===== config.mk =====
export PLATFORM = sky130hd
export DESIGN_NAME = lbfac_front
export DESIGN_NICKNAME = d
export VERILOG_FILES = /design/src/design/lbfac_pkg.sv /design/src/design/lbfac_front.sv
export SDC_FILE = /design/constraint.sdc
export NUM_CORES = 1
export LEC_CHECK = 0
export ABC_AREA = 1
export BUFFER_PORTS_ARGS = -buffer_cell sky130_fd_sc_hd__buf_2
export CORE_MARGIN = 1
export CORE_UTILIZATION = 30
export CTS_CLUSTER_DIAMETER = 30
export DETAILED_ROUTE_END_ITERATION = 8
export GPL_TIMING_DRIVEN = 0
export REMOVE_ABC_BUFFERS = 1
export SETUP_SLACK_MARGIN = 0.05
export SYNTH_ARGS = -nofsm -noshare
export SYNTH_HDL_FRONTEND = slang
export SYNTH_SLANG_ARGS = --single-unit

===== constraint.sdc =====
create_clock -name clk -period 1.6 [get_ports clk]
set_input_delay 0.24 -clock clk [delete_from_list [all_inputs] [get_ports clk]]
set_output_delay 0.24 -clock clk [all_outputs]
set_load 0.05 [all_outputs]

===== src/design/lbfac_pkg.sv =====
// Shared types and constants for the LCD bus field accumulating capture.
package lbfac_pkg;

	localparam int GroupCountDefault = 8192;
	localparam int GroupW = 13;
	localparam int QueueDepth = 4;
	localparam int InDataW = 8;
	localparam int OutDataW = 32;

	typedef enum logic [2:0] {
		PH_WAIT_LOW  = 3'b001,
		PH_WAIT_HIGH = 3'b010,
		PH_RUN       = 3'b100
	} phase_t;

	// Work handed from the front to the back; the store pointer travels beside it.
	typedef struct packed {
		logic              wr;
		logic              over;
		logic              first_field;
		logic [3:0]        bits;
		logic              buf_sel;
		logic [GroupW-1:0] group;
		logic              shown;
		logic              swapped;
		logic              active;
	} cmd_t;

	// Result item, write_valid in bit 0.
	typedef struct packed {
		logic              overrun;
		logic              capture_active;
		logic              frame_swapped;
		logic              shown_buffer;
		logic [1:0]        grey_three;
		logic [1:0]        grey_two;
		logic [1:0]        grey_one;
		logic [1:0]        grey_zero;
		logic [GroupW-1:0] write_group;
		logic              write_buffer;
		logic              write_valid;
	} res_t;

	// Saturating add of one data bit to a stored 2-bit grey level.
	function automatic logic [1:0] grey_add(input logic [1:0] old, input logic b);
		logic [2:0] sum;
		sum = {1'b0, old} + {2'b00, b};
		return sum[2] ? 2'd3 : sum[1:0];
	endfunction

endpackage


===== src/design/lbfac_front.sv =====
// Bus sample classifier: start wait, edge detection, field and pointer tracking.
module lbfac_front #(
	parameter int GROUP_COUNT = lbfac_pkg::GroupCountDefault,
	parameter int PtrW = $clog2(GROUP_COUNT + 1),
	parameter int AddrW = (GROUP_COUNT > 1) ? $clog2(GROUP_COUNT) : 1
) (
	input  logic                                 clk,
	input  logic                                 arst_n,
	input  logic                                 s_tvalid,
	output logic                                 s_tready,
	input  logic [lbfac_pkg::InDataW-1:0]        s_tdata,
	input  logic                                 s_tuser,
	input  logic                                 q_full,
	output logic                                 push,
	output lbfac_pkg::cmd_t                      cmd,
	output logic [AddrW-1:0]                     cmd_ptr
);
	import lbfac_pkg::*;

	phase_t           phase_q, phase_nxt;
	logic             last_clk_q, last_clk_nxt;
	logic             last_pol_q, last_pol_nxt;
	logic [1:0]       field_q, field_nxt;
	logic [PtrW-1:0]  ptr_q, ptr_nxt;
	logic             back_q, back_nxt;
	logic             busy_q, busy_nxt;
	logic             active_q, active_nxt;
	logic             pix_clk, pol;
	logic [3:0]       bits;
	logic [PtrW+GroupW-1:0] ptr_ext;

	assign pix_clk  = s_tdata[0];
	assign pol      = s_tdata[1];
	assign bits     = s_tdata[5:2];
	assign s_tready = !q_full;
	assign push     = s_tvalid && s_tready;
	assign ptr_ext  = {{GroupW{1'b0}}, ptr_q};

	always_comb begin
		phase_nxt    = phase_q;
		last_clk_nxt = last_clk_q;
		last_pol_nxt = last_pol_q;
		field_nxt    = field_q;
		ptr_nxt      = ptr_q;
		back_nxt     = back_q;
		busy_nxt     = busy_q;
		active_nxt   = active_q;
		cmd          = '0;
		cmd_ptr      = ptr_q[AddrW-1:0];
		cmd.bits     = bits;
		cmd.buf_sel  = back_q;
		cmd.group    = ptr_ext[GroupW-1:0];
		cmd.first_field = (field_q == 2'd0);
		if (s_tuser) begin
			busy_nxt = 1'b0;
		end else begin
			unique case (phase_q)
				PH_WAIT_LOW: begin
					if (!pol) phase_nxt = PH_WAIT_HIGH;
				end
				PH_WAIT_HIGH: begin
					if (pol) phase_nxt = PH_RUN;
				end
				PH_RUN: begin
					if (pix_clk && !last_clk_q) begin
						active_nxt = 1'b1;
						if (ptr_q >= PtrW'(GROUP_COUNT)) begin
							cmd.over = 1'b1;
						end else begin
							cmd.wr  = 1'b1;
							ptr_nxt = ptr_q + PtrW'(1);
						end
					end
					// polarity change closes the field and rewinds the pointer
					if (pol != last_pol_q) begin
						if (field_q >= 2'd2) begin
							if (!busy_q) begin
								back_nxt    = !back_q;
								busy_nxt    = 1'b1;
								cmd.swapped = 1'b1;
							end
							field_nxt = 2'd0;
						end else begin
							field_nxt = field_q + 2'd1;
						end
						ptr_nxt = '0;
					end
					last_clk_nxt = pix_clk;
					last_pol_nxt = pol;
				end
				default: phase_nxt = PH_WAIT_LOW;
			endcase
		end
		cmd.shown  = !back_nxt;
		cmd.active = active_nxt;
	end

	always_ff @(posedge clk or negedge arst_n) begin
		if (!arst_n) begin
			phase_q    <= PH_WAIT_LOW;
			last_clk_q <= 1'b0;
			last_pol_q <= 1'b1;
			field_q    <= 2'd0;
			ptr_q      <= '0;
			back_q     <= 1'b1;
			busy_q     <= 1'b1;
			active_q   <= 1'b0;
		end else if (push) begin
			phase_q    <= phase_nxt;
			last_clk_q <= last_clk_nxt;
			last_pol_q <= last_pol_nxt;
			field_q    <= field_nxt;
			ptr_q      <= ptr_nxt;
			back_q     <= back_nxt;
			busy_q     <= busy_nxt;
			active_q   <= active_nxt;
		end
	end

`ifndef SYNTHESIS
	a_no_write_before_run: assert property (@(posedge clk) disable iff (!arst_n)
		push && phase_q != PH_RUN |-> !cmd.wr && !cmd.over)
		else $error("write issued during start wait");
	a_field_range: assert property (@(posedge clk) disable iff (!arst_n)
		field_q != 2'd3)
		else $error("field number out of range");
`endif

endmodule


; Word-level counts from Yosys, hierarchy flattened
; Cells that the tools add are included.
[totals]
register_bits = 24
latch_bits = 0
mem_bits_rw = 0
romBits = 0
out_inout_bits = 39
word_cells = 66
memories = 0
[classes]
n_addsub = 2
mul = 0
div = 0
n_lt_le_gt_ge = 2
eq_ne = 7
n_shift = 0
muxes = 29
bitwise = 2
n_reduce_logical = 16
[op_table]
columns = op, count
row1 = 2-to-1 mux 14 bit, 3
row2 = 2-to-1 mux 1 bit, 19
row3 = adder 14 x 1 -> 14 bit (second input constant), 1
row4 = greater-or-equal comparator 14 bit (second input constant), 1
row5 = AND reduction 5 bit, 2
row6 = one-hot mux 3 bit (3 select lines), 1
row7 = 2-to-1 mux 2 bit, 4
row8 = AND reduction 4 bit, 2
row9 = nonzero test 2 bit, 4
row10 = 2-to-1 mux 3 bit, 2
row11 = logical NOT 1 bit, 4
row12 = != test 2 bit (second input constant), 2
row13 = equality test 3 x 1 -> 1 bit (second input constant), 1
row14 = equality test 3 x 2 -> 1 bit (second input constant), 1
row15 = equality test 3 bit (second input constant), 1
row16 = AND reduction 3 bit, 1
row17 = adder 2 x 1 -> 2 bit (second input constant), 1
row18 = greater-or-equal comparator 2 bit (second input constant), 1
row19 = logical AND 1 bit, 2
row20 = logical NOT 2 bit, 1
row21 = != test 2 x 1 -> 1 bit (second input constant), 1
row22 = inverter 1 bit, 2
row23 = != test 1 bit, 1

; Logic depth before layout (Yosys ltp)
[logic_depth]
depth_word = 7
mapped_depth = 8
depth_no_buf = 8

; Worst setup path after synthesis
; Ideal clock, no wire load.
[synth_timing]
path_kind = register to output
start = register last_pol_q
end = output cmd[1] in the netlist's numbering
arrival_time_ps = 1864
slack_ps = -504
path_stages_with_launch = 5
path_buffers = 0
path_cell_list = dfstp_2 > nand2_1 > nand2_1 > nand3_1 > nor3_1
[synth_rtl]
columns = element, line_no
row1 = start: declaration, lbfac_front.sv:22  ; logic last_pol_q, last_pol_nxt;
row2 = start signal: assignment, lbfac_front.sv:111  ; last_pol_q <= last_pol_nxt;
row3 = end: declaration, lbfac_front.sv:15  ; output lbfac_pkg::cmd_t cmd,

==> impl_metrics.env <==
export IMPL_port_buffers=41
export IMPL_crit_path_frequent_cell="nand2_1"
export IMPL_rr_worst_depth=10
export IMPL_drive_above_1_share_pct=34.9
export IMPL_worst_pin_slew_ps=553
export IMPL_regArea_sq_um=607
export IMPL_nNetsFinal=268
export IMPL_antenna_found_initial=0
export IMPL_drv_cap=0
export IMPL_ys_warn_count=0
export IMPL_finalSetupViolCount=5
export IMPL_grt_pass1_vias=1289
export IMPL_slowest_delay_ps=570
export IMPL_crit_path_top_delay_cell="dfstp_2"
export IMPL_clk_transition_reported_paths_ps=90
export IMPL_max_vdd_ir_drop_uv=1180
export IMPL_synth_seq_area_share_pct=36.1
export IMPL_clock_latency_ps=270
export IMPL_core_sq_um=5240
export IMPL_fin_util_pct=38.7
export IMPL_clockRootBuffer="clkbuf_8"
export IMPL_wl_per_cell_um=11.6
export IMPL_syn_to_final_growth_pct=21.0
export IMPL_worstPathRequired_ps=1360
export IMPL_cts_tree="yes"
export IMPL_clock_skew_ps=1.44
export IMPL_power_density_nw_per_um2=1670
export IMPL_avgViaCountPerCell=4.66
export IMPL_setup_ws_ps=-145
export IMPL_synth_edff_count=0
export IMPL_synth_cell_type_count=24
export IMPL_crit_type="reg -> out"
export IMPL_synthesis_area_sq_um=1680
export IMPL_crit_path_end_kind="output pin"
export IMPL_cts_sinks=24
export IMPL_relSlewSlack_pct=63.1
export IMPL_synth_area_per_cell_sq_um=7.35
export IMPL_drv_slew=0
export IMPL_multi_input_area_sq_um=805
export IMPL_hp_class="in -> reg"
export IMPL_crit_path_start_kind="flop"
export IMPL_fin_crit_ps=1740
export IMPL_htree_levels=1
export IMPL_leakagePower_nw=0.992
export IMPL_min_period_over_period_pct=109
export IMPL_synth_async_reset_ratio_pct=100
export IMPL_violations="setup timing"
export IMPL_status="finished with violations"
export IMPL_hold_slack_ps=236
export IMPL_die_h_um=76.8
export IMPL_grt_max_degree=25
export IMPL_rsz0062_at_grt="yes"
export IMPL_fmax_mhz=573
export IMPL_vias=1502
export IMPL_io_pins=52
export IMPL_drt_iter0_drc=50
export IMPL_worst_path_max_fanout=3
export IMPL_start_util_pct=32.0
export IMPL_grt_ovfl_total=0
export IMPL_route_detailed_drc=0
export IMPL_arrival_ps=1500
export IMPL_die_area_sq_um=5890
export IMPL_cts_buffers=3
export IMPL_antenna_left=0
export IMPL_fill_cells=540
export IMPL_grt_pass1_wl_mm=5.76
export IMPL_p_total_mw=3.39
export IMPL_routabilityCongestion=0.775
export IMPL_path_cells="buf_12 > xnor2_4 > nor2_2 > nand2_1 > nand2_1 > nand2_1 > inv_1 > buf_6"
export IMPL_rows=26
export IMPL_clockBufferDepth=2
export IMPL_die_x_um=76.8
export IMPL_final_cell_mix="nand2_1 (47), buf_2 (36), inv_1 (24)"
export IMPL_final_common_cell="nand2_1"
export IMPL_totalWireLength_mm=3.73
export IMPL_ys_flop_type="dfrtp_1"
export IMPL_dr_pass1_iters=4
export IMPL_num_antenna_cells=0
export IMPL_holdPathStages=3
export IMPL_syn_inst=228
export IMPL_hold_viol_final=0
export IMPL_grt_total_usage_pct=12.0
export IMPL_hpwl_mm=2.47
export IMPL_ys_ff_latch=24
[cells in the mapped netlist, types with 2 or more instances]
cell	number	share of area [%]
a21o_1	2	0.90
o21ai_1	5	1.5
a21oi_1	3	0.90
o21ai_0	16	4.8
nor2_1	17	3.8
ha_1	2	1.5
buf_4	32	14
nand3_1	19	5.7
nand4_1	13	4.9
nor3_1	5	1.5
inv_2	4	0.90
dfstp_2	4	6.3
nor2_4	2	1.3
inv_1	24	5.4
dfrtp_1	20	30
nand2_1	52	12
[final cells by class]
| cell class | count | area share (%) |
|---|---|---|
| Clock inverter | 1 | 1.48 |
| Multi-Input combinational cell | 145 | 39.7 |
| Timing Repair inverter | 1 | 0.432 |
| Tap cell | 70 | 4.32 |
| Timing Repair Buffer | 50 | 16.7 |
| Inverter | 28 | 5.43 |
| Clock buffer | 3 | 2.04 |
| Sequential cell | 24 | 29.9 |
[sequential cells by signal (all words and copies together) (netlist names)]
signal      cells
last_pol_q      1
busy_q          1
phase_q         3
field_q         2
ptr_q          14
back_q          1
last_clk_q      1
active_q        1
[report_power, final]
group | leakage (nW) | internal (mW) | switching [mW]
Combinational | 0.678 | 0.556 | 1.27
Sequential | 0.279 | 0.796 | 0.223
Clock | 0.0357 | 0.335 | 0.206
[worst paths after layout]
| check | from | to | slack (ps) |
|---|---|---|---|
| max | last_pol_q$_DFFE_PN1P_ | cmd[2] | -140 |
| min | s_tdata[0] | last_clk_q$_DFFE_PN0P_ | 240 |
| max reg2reg | last_pol_q$_DFFE_PN1P_ | ptr_q[3]$_DFFE_PN0P_ | 40 |
| min reg2reg | active_q$_DFFE_PN0P_ | active_q$_DFFE_PN0P_ | 460 |
| max in group asynchronous | arst_n | ptr_q[0]$_DFFE_PN0P_ | 720 |
| min in group asynchronous | arst_n | active_q$_DFFE_PN0P_ | 490 |
[routing by layer]
layer | global-route usage (%) | wire length, um
met1 | 15.9 | 1780
met2 | 19.5 | 1780
met3 | 2.14 | 125
met4 | 4.42 | 45
met5 | 0 | 0
[worst max-delay path, delay by kind of cell, from the launching register on]
| kind | cells | cell delay [ps] |
|---|---|---|
| flops | 1 | 570 |
| xor+xnor | 1 | 60 |
| buf+inv | 3 | 320 |
| simple gates | 4 | 280 |
[kinds of logic after synthesis]
family,Yosys count,synth area share [%]
DFF,24,36.1
buffers and inverters,62,21.6
AOI/OAI and AO/OA,26,8.06
xor gates and xnor gates,1,0.970
and+or+nand+nor,113,31.8
adders and majority gates,2,1.49
[repair_timing]
action / in CTS / in global routing
gates cloned: 0 / 4
buffers inserted: 6 / 2
hold endpoints to repair: 20 / 0
hold buffers: 1 / 0
pin swaps: 7 / 11
endpoints found under the setup margin: 8 / 19
gates resized for setup: 18 / 20
[stage by stage]
step	TNS [ps]	instance area, sq um	setup slack [ps]	std cells
2_1_floorplan	-3830	1420	-504	194
3_3_place_gp	-270	1710	-252	305
3_5_place_dp	-317	1710	-257	305
4_1_cts	-562	1920	-152	316
5_1_grt	-1330	2030	-283	322
6_report	-414	2030	-145	322
(Power assumes the default switching activity.)
