### src/design/lbfac_pkg.sv
// Shared types and constants for the LCD bus field accumulating capture.
package lbfac_pkg;

	localparam int GroupCountDefault = 8192;
	localparam int GroupW = 13;
	localparam int QueueDepth = 4;
	localparam int InDataW = 8;
	localparam int OutDataW = 32;

	typedef enum logic [2:0] {
		PH_WAIT_LOW  = 3'b001,
		PH_WAIT_HIGH = 3'b010,
		PH_RUN       = 3'b100
	} phase_t;

	// Work handed from the front to the back; the store pointer travels beside it.
	typedef struct packed {
		logic              wr;
		logic              over;
		logic              first_field;
		logic [3:0]        bits;
		logic              buf_sel;
		logic [GroupW-1:0] group;
		logic              shown;
		logic              swapped;
		logic              active;
	} cmd_t;

	// Result item, write_valid in bit 0.
	typedef struct packed {
		logic              overrun;
		logic              capture_active;
		logic              frame_swapped;
		logic              shown_buffer;
		logic [1:0]        grey_three;
		logic [1:0]        grey_two;
		logic [1:0]        grey_one;
		logic [1:0]        grey_zero;
		logic [GroupW-1:0] write_group;
		logic              write_buffer;
		logic              write_valid;
	} res_t;

	// Saturating add of one data bit to a stored 2-bit grey level.
	function automatic logic [1:0] grey_add(input logic [1:0] old, input logic b);
		logic [2:0] sum;
		sum = {1'b0, old} + {2'b00, b};
		return sum[2] ? 2'd3 : sum[1:0];
	endfunction

endpackage

### src/design/lbfac_queue.sv
// Short register queue between the front and the back.
module lbfac_queue #(
	parameter int Width = 8
) (
	input  logic             clk,
	input  logic             arst_n,
	input  logic             push,
	input  logic [Width-1:0] push_data,
	output logic             full,
	input  logic             pop,
	output logic             not_empty,
	output logic [Width-1:0] pop_data
);
	import lbfac_pkg::*;

	localparam int IdxW = $clog2(QueueDepth);
	localparam int CntW = $clog2(QueueDepth + 1);

	logic [Width-1:0] slot_q [QueueDepth];
	logic [IdxW-1:0]  wr_idx_q, rd_idx_q;
	logic [CntW-1:0]  count_q;

	assign full      = (count_q == CntW'(QueueDepth));
	assign not_empty = (count_q != '0);
	assign pop_data  = slot_q[rd_idx_q];

	always_ff @(posedge clk) begin
		if (push) slot_q[wr_idx_q] <= push_data;
	end

	always_ff @(posedge clk or negedge arst_n) begin
		if (!arst_n) begin
			wr_idx_q <= '0;
			rd_idx_q <= '0;
			count_q  <= '0;
		end else begin
			if (push) wr_idx_q <= wr_idx_q + IdxW'(1);
			if (pop)  rd_idx_q <= rd_idx_q + IdxW'(1);
			if (push && !pop)      count_q <= count_q + CntW'(1);
			else if (pop && !push) count_q <= count_q - CntW'(1);
		end
	end

`ifndef SYNTHESIS
	a_count_bound: assert property (@(posedge clk) disable iff (!arst_n)
		count_q <= CntW'(QueueDepth))
		else $error("queue count past depth");
`endif

endmodule

### config.mk
export PLATFORM = sky130hd
export DESIGN_NAME = lbfac_queue
export DESIGN_NICKNAME = d
export VERILOG_FILES = /design/src/design/lbfac_pkg.sv /design/src/design/lbfac_queue.sv
export SDC_FILE = /design/constraint.sdc
export NUM_CORES = 1
export LEC_CHECK = 0
export BUFFER_PORTS_ARGS = -buffer_cell sky130_fd_sc_hd__buf_2
export CAP_MARGIN = 20
export CORE_UTILIZATION = 59
export CTS_BUF_LIST = sky130_fd_sc_hd__clkbuf_8 sky130_fd_sc_hd__clkbuf_16
export DETAILED_ROUTE_END_ITERATION = 7
export GPL_TIMING_DRIVEN = 0
export PLACE_DENSITY = 0.86
export RECOVER_POWER = 50
export SLEW_MARGIN = 25
export SYNTH_ARGS = -nofsm -noshare
export SYNTH_HDL_FRONTEND = slang
export SYNTH_SLANG_ARGS = --single-unit
### constraint.sdc
create_clock -name clk -period 2 [get_ports clk]
set_input_delay 0 -clock clk [delete_from_list [all_inputs] [get_ports clk]]
set_output_delay 0 -clock clk [all_outputs]
set_load 0.02 [all_outputs]
After elaboration in Yosys (flattened, before gate mapping)

Memories as Yosys holds them, arrays and structs flattened.
Cells that the tools add are included.

Register bits after elaboration: 7
Memories: 1
Memory bits (writable): 32
Bits of input ports: 12
Word-level logic and storage cells: 19
Output and inout port bits: 10

Add/subtract/negate cells: 4
Reduce and logical (&&, ||, !) cells: 6
Equality and inequality tests: 1
Multiplexer cells: 4

Memories:

| name   | words | width | read ports | clocked after Yosys merged registers in | wr ports | line              | source |
|---|---|---|---|---|---|---|---|
| slot_q | 4     | 8     | 1          | 0                                       | 1        | lbfac_queue.sv:19 | `logic [Width-1:0] slot_q [QueueDepth];` |

Operators with widths:

| kind                | number |
|---|---|
| $mux 3              | 2 |
| $add 2x1->2 const B | 2 |
| $add 3x1->3 const B | 1 |
| $eq 3x3->1 const B  | 1 |
| $reduce_bool 3->1   | 1 |
| $sub 3x1->3 const B | 1 |
| $logic_and 1x1->1   | 2 |
| $logic_not 1->1     | 2 |
| $mux 1              | 2 |
| $reduce_bool 2->1   | 1 |

Logic depth before layout (Yosys ltp)

Gate-level depths: netlist of run 1.

Depth after elaboration: 4
Mapped depth: 7
Depth with buffers taken out: 7

Worst setup path before layout of run 1

Ideal clock, no wire load.

Kind: reg-to-reg
Start: register count_q[0]
End: register count_q[2]
Cell stages (with the launch flop): 5
Data required time: 1921 ps
Arrival: 1233 ps
Library setup time: 79 ps
Period minus slack after synthesis: 1312 ps
Path slack: 688 ps
Path buffers: 0
Cells stage by stage: dfrtp_1 > fa_1 > xor2_1 > nor2_1 > xor2_1

Longest elaborated chain between the ends: 3
Elaborated cells on any way between the ends: 4
Classes of those cells: add/sub (2); mux (2)

Ends and longest elaborated chain:

| element                  | line              | source |
|---|---|---|
| start: declaration       | lbfac_queue.sv:21 | `logic [CntW-1:0] count_q;` |
| start signal: assignment | lbfac_queue.sv:39 | `if (push && !pop) count_q <= count_q + CntW'(1);` |
| start signal: assignment | lbfac_queue.sv:40 | `else if (pop && !push) count_q <= count_q - CntW'(1);` |
| $sub 3x1->3              | lbfac_queue.sv:40 |  |
| $mux 3                   | lbfac_queue.sv:40 |  |
| $mux 3 (*)               | lbfac_queue.sv:39 |  |

Every way passes the cells marked *; elsewhere a longest branch is shown, timed or not. The select of a mux whose other input is x is not followed.
A chain may end at the register's enable or synchronous reset.

Worst setup path after layout of run 1

Start: input pop
End: register count_q[2]

Longest elaborated chain between the ends: 3
Elaborated cells on any way between the ends: 5
Classes of those cells: mux (1); reduce/logical (4)

Ends and longest elaborated chain:

| element                                     | line              | source |
|---|---|---|
| start: declaration                          | lbfac_queue.sv:10 | `input logic pop,` |
| $logic_not 1->1                             | lbfac_queue.sv:39 |  |
| $logic_and 1x1->1                           | lbfac_queue.sv:39 |  |
| $mux 3 or $reduce_bool 2->1 (tied branches) | -                 |  |

Parallel ways exist; a longest one is shown, timed or not.

==> results.yml, run 1 <==
sta:
  worst_pin_slew_ns: 0.4337
  period_share_pct: 78.74
  post-route-min-period_ns: 1.575
  slew_headroom_pct: 71.08
  fin_tns_setup_ns: 0
  rsz0062_at_grt: "false"
  finalSetupViolations: 0
  slew_viol_final: 0
  skew_ns: 0.003471
  finalHoldViolations: 0
  fmax_mhz: 635.0
logic_synthesis:
  synth_edf_count: 32
  yosysSeqAreaShare_pct: 73.34
  syn_inst: 76
  synth_area_per_cell_um2: 20.38
  synthTopCellsByArea: "edfxtp_1 62%, mux4_2 12%, dfrtp_1 11%, ha_1 4.0%, xor2_1 2.3%"
  async_flop_share_pct: 17.95
  syn_area_um2: 1549
  ys.warnings.count: 0
  syn-num-nets: 94
  ys_ff_latch: 39
  yosys.area.top_type: "edfxtp_1"
  synth_top_cell_area_share_pct: 62.04
  synth_cell_types: 17
  synth_commonest_cells: "32 x edfxtp_1, 8 x mux4_2, 7 x dfrtp_1"
  yosysMostFrequentCell: "edfxtp_1"
  synth_flop_cell: "edfxtp_1"
drt:
  post_drt_wl_per_cell_um: 16.70
  via_per_inst: 5.459
  ant_nets: 0
  drcViolationCount: 0
  vias: 797
  drt_iter0_markers: 25
  dr.pass1.iters: 4
  drt-total-wl_mm: 2.438
power:
  power.density_nw_per_um2: 1419
  p_leak_nw: 0.7076
  ir_worst_vdd_uv: 1065
cells_and_area:
  fin_area_um2: 1898
  fill_cells: 151
  diodes: 0
  drive_gt1_share_pct: 25.86
  area_delta_synth_final_pct: 22.54
  finalNetCount: 133
worst_setup_path:
  worst_path_largest_cell_delay_ns: 0.53
  arrival_ns: 1.78
  crit_path_end_kind: "flip-flop"
  crit_family: "buffers and inverters"
  cpMaxStageDelayCell: "dlygate4sd3_1"
  path_cells: "dlygate4sd3_1, buf_2, inv_1, ha_1, inv_1, fa_1, xor2_1, nor2_1, xor2_1"
  crit_fanout: 3
  path_class: "input port to flip-flop"
  critPathLaunchType: "input port"
  path_buf_inv: 4
  cp.required_ns: 2.21
global_routing:
  grt_pass1_vias: 828
  grt.overflow.total: 0
  grt_max_degree: 13
  grt_pass1_wl_mm: 3.808
  grt_antenna_before_repair: 0
  grt_use_total_pct: 21.84
floorplanning:
  ioPinCount: 22
  dieArea_um2: 2835
  core_area_um2: 2477
  die_h_um: 53.24
  start_util_pct: 62.53
  die_w_um: 53.24
  num_rows: 18
clock_network:
  cts_tree: "built"
  cts.sinks: 39
  ctsResizeCount: 0
  clkTransAtPathRegs_ns: 0.07
  cts_hold_buf: 11
  insertion_delay_ns: 0.29
  clockBufferDepth: 2
  cts-buffers-inserted: 5
  cts_root_buf: "clkbuf_8"
  cts_htree_levels: 2
  cts_setup_buffers: 0
place:
  gp_congestion: 0.6167
  port_buffers: 21
  post_dp_cell_area_um2: 1692
  dp_hpwl_mm: 1.738
worst_hold_path:
  hold_class: "input port to asynchronous set/reset pin"
job:
  maxCapViolations: 0
run_status:
  status: "complete, no violations"
-- where the power goes --
| group | internal, mW | switching (mW) |
|---|---|---|
| registers | 1.09 | 0.0954 |
| clock network | 0.365 | 0.257 |
| logic | 0.399 | 0.488 |
-- placed cells by master, fill, tap and decap left out --
| cell | count |
|---|---|
| inv_1 | 4 |
| bufinv_16 | 1 |
| clkinv_2 | 1 |
| nor2_1 | 1 |
| clkinv_1 | 1 |
| or3_1 | 1 |
| nand2_1 | 2 |
| buf_6 | 1 |
| mux4_2 | 8 |
| buf_2 | 13 |
| nor3b_1 | 1 |
| clkbuf_8 | 5 |
| dlygate4sd3_1 | 11 |
| clkbuf_1 | 9 |
| ha_1 | 5 |
| xor2_1 | 4 |
| dfrtp_1 | 7 |
| and2_1 | 4 |
| mux2_2 | 1 |
| fa_1 | 1 |
| edfxtp_1 | 32 |
| xnor2_1 | 2 |
| o21ai_0 | 1 |
-- registers in the layout, indices dropped and copies added (netlist names) --
register / count
rd_idx_q: 2
wr_idx_q: 2
count_q: 3
slot_q: 32
-- area by class of cell --
cell class | count | area (um^2) | share of cell area, %
plain buffers | 2 | 16.27 | 0.8570
clock buffers | 5 | 68.82 | 3.626
clock inverters | 3 | 38.79 | 2.044
inverters | 4 | 15.01 | 0.7910
multi-input cells | 31 | 381.6 | 20.11
flip-flops and latches | 39 | 1136 | 59.86
well taps | 30 | 37.54 | 1.978
repair buffers | 32 | 203.9 | 10.74
-- final timing paths --
kind	slack, ns	endpoint	startpoint	cells past startpoint
min in group clk	0.47	rd_idx_q[0]	pop	3
worst min register to register	0.52	count_q[2]	count_q[2]	1
max in group asynchronous	1.55	count_q[2]	arst_n	2
worst max register to register	0.58	count_q[2]	count_q[0]	4
worst max-delay path	0.43	count_q[2]	pop	9
worst min-delay path	0.16	rd_idx_q[1]	arst_n	2
-- cell families (layout without fill, tap and decap cells) --
group,count (synthesis),count (layout),share of synthesized area [%]
mux,9,9,12.36
flops,39,39,73.34
xor+xnor,6,6,3.393
buf+inv,6,46,2.019
compound gates,1,1,0.3228
simple gates,9,9,3.231
fa+ha+maj,6,6,5.331
-- per-stage QoR --
step	hold slack [ns]	power [mW]	setup WS [ns]	instances	util, %
after floorplan	-0.2956	1.826	0.6883	76	-
after global placement	-0.1612	2.038	0.5844	127	68.28
after detailed placement	-0.1533	2.092	0.5494	127	68.28
after CTS	0.07071	2.721	0.4156	146	77.07
after global routing	0.1917	2.851	0.3213	146	76.62
final	0.1642	2.694	0.4253	146	76.62
-- metal layers --
layer / part of all wire, % / track usage, % / vias to the layer above
li1: - / - / 365
met1: 39 / 22.60 / 405
met2: 56 / 38.54 / 22
met3: 3.9 / 8.621 / 5
met4: 1.5 / 9.211 / 0
met5: 0 / 0 / -
No activity file was read; power rests on OpenSTA's default activity.
==> run 2, diff against run 1 <==
- ABC_AREA: default -> 1
- CORE_UTILIZATION: 59 -> 50
- PLACE_DENSITY: 0.86 -> 0.77
- clock period: 2 -> 1.3 ns (I/O delays scaled with it)
==> results.yml, run 2 <==
run_status:
  status: "finished with violations"
  violations: "negative setup slack"
drt:
  via_per_inst: 4.843
  post_drt_wl_per_cell_um: 14.22
  drcViolationCount: 0
  dr.pass1.iters: 4
  vias: 1109
  drt-total-wl_mm: 3.256
  drt_iter0_markers: 27
  ant_nets: 0
worst_setup_path:
  critical_path_depth: 5
  path_cells: "buf_6, buf_6, o211ai_1, nand2_1, buf_6"
  worst_path_largest_cell_delay_ns: 0.37
  path_class: "flip-flop to primary output"
  path_common_cell: "buf_6"
  crit_fanout: 10
  r2r_start: "wr_idx_q[0]"
  path_buf_inv: 3
  crit_family: "buffers and inverters"
  worstSetupStartpoint: "rd_idx_q[0]"
  r2r_setup_slack_ns: 0.05
  reg2regPathDepth: 4
  arrival_ns: 1.35
  r2r-end: "slot_q[0][4]"
  cp.required_ns: 1.30
  cpMaxStageDelayCell: "dfrtp_1"
  crit_path_end_kind: "primary output"
  critPathLaunchType: "flip-flop"
  crit_path_end: "pop_data[5]"
logic_synthesis:
  async_flop_share_pct: 17.95
  synth_area_per_cell_um2: 12.04
  syn_inst: 142
  synth_cell_types: 19
  synth_flop_cell: "edfxtp_1"
  synthTopCellsByArea: "edfxtp_1 56%, dfrtp_1 10%, nand2_1 8.3%, o211ai_1 6.6%, inv_1 5.9%"
  synth_commonest_cells: "38 x nand2_1, 32 x edfxtp_1, 27 x inv_1"
  yosys.area.top_type: "edfxtp_1"
  yosysSeqAreaShare_pct: 66.47
  ys_ff_latch: 39
  ys.warnings.count: 0
  synth_top_cell_area_share_pct: 56.22
  syn-num-nets: 160
  syn_area_um2: 1709
  synth_edf_count: 32
  yosysMostFrequentCell: "nand2_1"
sta:
  slew_headroom_pct: 74.33
  worst_slack_ns: -0.05491
  period_share_pct: 104.2
  fmax_mhz: 738.1
  finalHoldViolations: 0
  worst_pin_slew_ns: 0.3850
  rsz0062_at_grt: "true"
  finalSetupViolations: 8
  skew_ns: 0.004306
  fin_tns_setup_ns: -0.3109
  slew_viol_final: 0
  post-route-min-period_ns: 1.355
worst_hold_path:
  min_from: "push"
  hold_class: "input port to flip-flop"
global_routing:
  grt_max_degree: 13
  grt_antenna_before_repair: 0
  grt_use_total_pct: 19.87
  grt.overflow.total: 0
  grt_pass1_vias: 1097
  grt_pass1_wl_mm: 4.878
  met3_usage_pct: 4.478
  met2_usage_pct: 33.91
  grt_use_met1_pct: 23.57
  grt_busiest_layer: "met2"
cells_and_area:
  diodes: 0
  largest_register_ffs: 32
  reg.largest.list: "slot_q: 32 flops, count_q: 3 flops"
  finalNetCount: 202
  post-route-util_pct: 71.15
  multi_input_area_um2: 467.9
  area_delta_synth_final_pct: 31.26
  fin_area_um2: 2243
  regMostFlops: "slot_q"
  fill_cells: 225
  final_cell_mix: "34 x nand2_1, 32 x edfxtp_1, 21 x inv_1, 15 x o211ai_1, 10 x dlygate4sd3_1"
  regArea_um2: 1140
  layout_commonest_cell: "nand2_1"
  drive_gt1_share_pct: 26.49
clock_network:
  clockBufferDepth: 2
  clkTransAtPathRegs_ns: 0.07
  cts_tree: "built"
  insertion_delay_ns: 0.28
  cts.sinks: 39
  cts-buffers-inserted: 5
  cts_root_buf: "clkbuf_8"
  cts_htree_levels: 2
power:
  p_leak_nw: 0.9172
  ir_worst_vdd_uv: 1276
  power.density_nw_per_um2: 2328
  finalPower_mw: 5.222
floorplanning:
  start_util_pct: 54.21
  core_area_um2: 3153
  die_h_um: 60.47
  die_w_um: 60.47
  dieArea_um2: 3656
  ioPinCount: 22
  num_rows: 20
job:
  maxCapViolations: 0
place:
  port_buffers: 21
  gp_congestion: 0.7289
  post_dp_cell_area_um2: 1869
  pre_cts_slack_ns: -0.05622
  dp_hpwl_mm: 1.961
[run 2: cell count changes in the layout (fill, tap and decap cells not counted), sizes merged, moves of 4 or more]
| cell | delta |
|---|---|
| nand2 | +36 |
| inv | +20 |
| o211ai | +16 |
| mux4 | -8 |
| buf | +7 |
| and2 | -4 |
| clkinvlp | +4 |
[run 2: routing by layer]
metal  vias up  part of all wire [%]
li1        552                     -
met1       525                    41
met2        27                    54
met3         5                   4.1
met4         0                   1.3
met5         -                     0
[run 2: layout make-up]
type | instances | share of cell area [%]
clock buffer | 5 | 3.067
inverter | 28 | 5.689
clock inverter | 3 | 1.729
tap | 44 | 2.454
timing repair buffer | 35 | 12.77
sequential | 39 | 50.81
buffer | 6 | 2.621
multi-input combinational | 69 | 20.86
[run 2: worst min-delay path by stage]
stage | endpoint | slack [ns] | depth (start not counted)
final | count_q[0] | 0.1 | 3
after floorplan | count_q[0] | -0.30 | 0
after global placement | wr_idx_q[0] | -0.16 | 1
after detailed placement | count_q[0] | -0.16 | 1
after CTS | count_q[2] | 0.07 | 2
after global routing | count_q[0] | 0.13 | 3
[run 2: stage by stage]
stage / hold WS (ns) / instances
floorplan: -0.2956 / 142
CTS: 0.07147 / 228
global route: 0.1281 / 229
finish: 0.09707 / 229
detailed placement: -0.1563 / 207
global placement: -0.1620 / 207
[run 2: worst min-delay path: stages]
cell and delay, ns:
buf_2 0.09, ha_1 0.17, xnor2_1 0.08
[run 2: cells by family (layout without fill, tap and decap cells)]
| kind of cell | after synthesis | after routing | share of synthesized area (%) |
|---|---|---|---|
| and+or+nand+nor | 42 | 42 | 9.516 |
| buffers and inverters | 34 | 77 | 9.516 |
| AOI/OAI and AO/OA | 17 | 17 | 7.613 |
| xor gates and xnor gates | 4 | 4 | 2.050 |
| DFF | 39 | 39 | 66.47 |
| adders and majority gates | 6 | 6 | 4.832 |
[run 2: repair_timing]
action / 4_1_cts / 5_1_grt
gates resized for setup: 21 / 19
hold buffers: 10 / 0
pin swaps: 14 / 5
cloned: 1 / 0
endpoints found under the setup margin: 32 / 41
buffers inserted: 2 / 1
endpoints found under the hold margin: 41 / 0
[run 2: report_power, final]
group	internal, mW	switching, mW	total [mW]	leakage [nW]
sequential	1.68	0.172	1.85	0.374
combinational	1.08	1.33	2.41	0.488
clock	0.561	0.395	0.956	0.0556
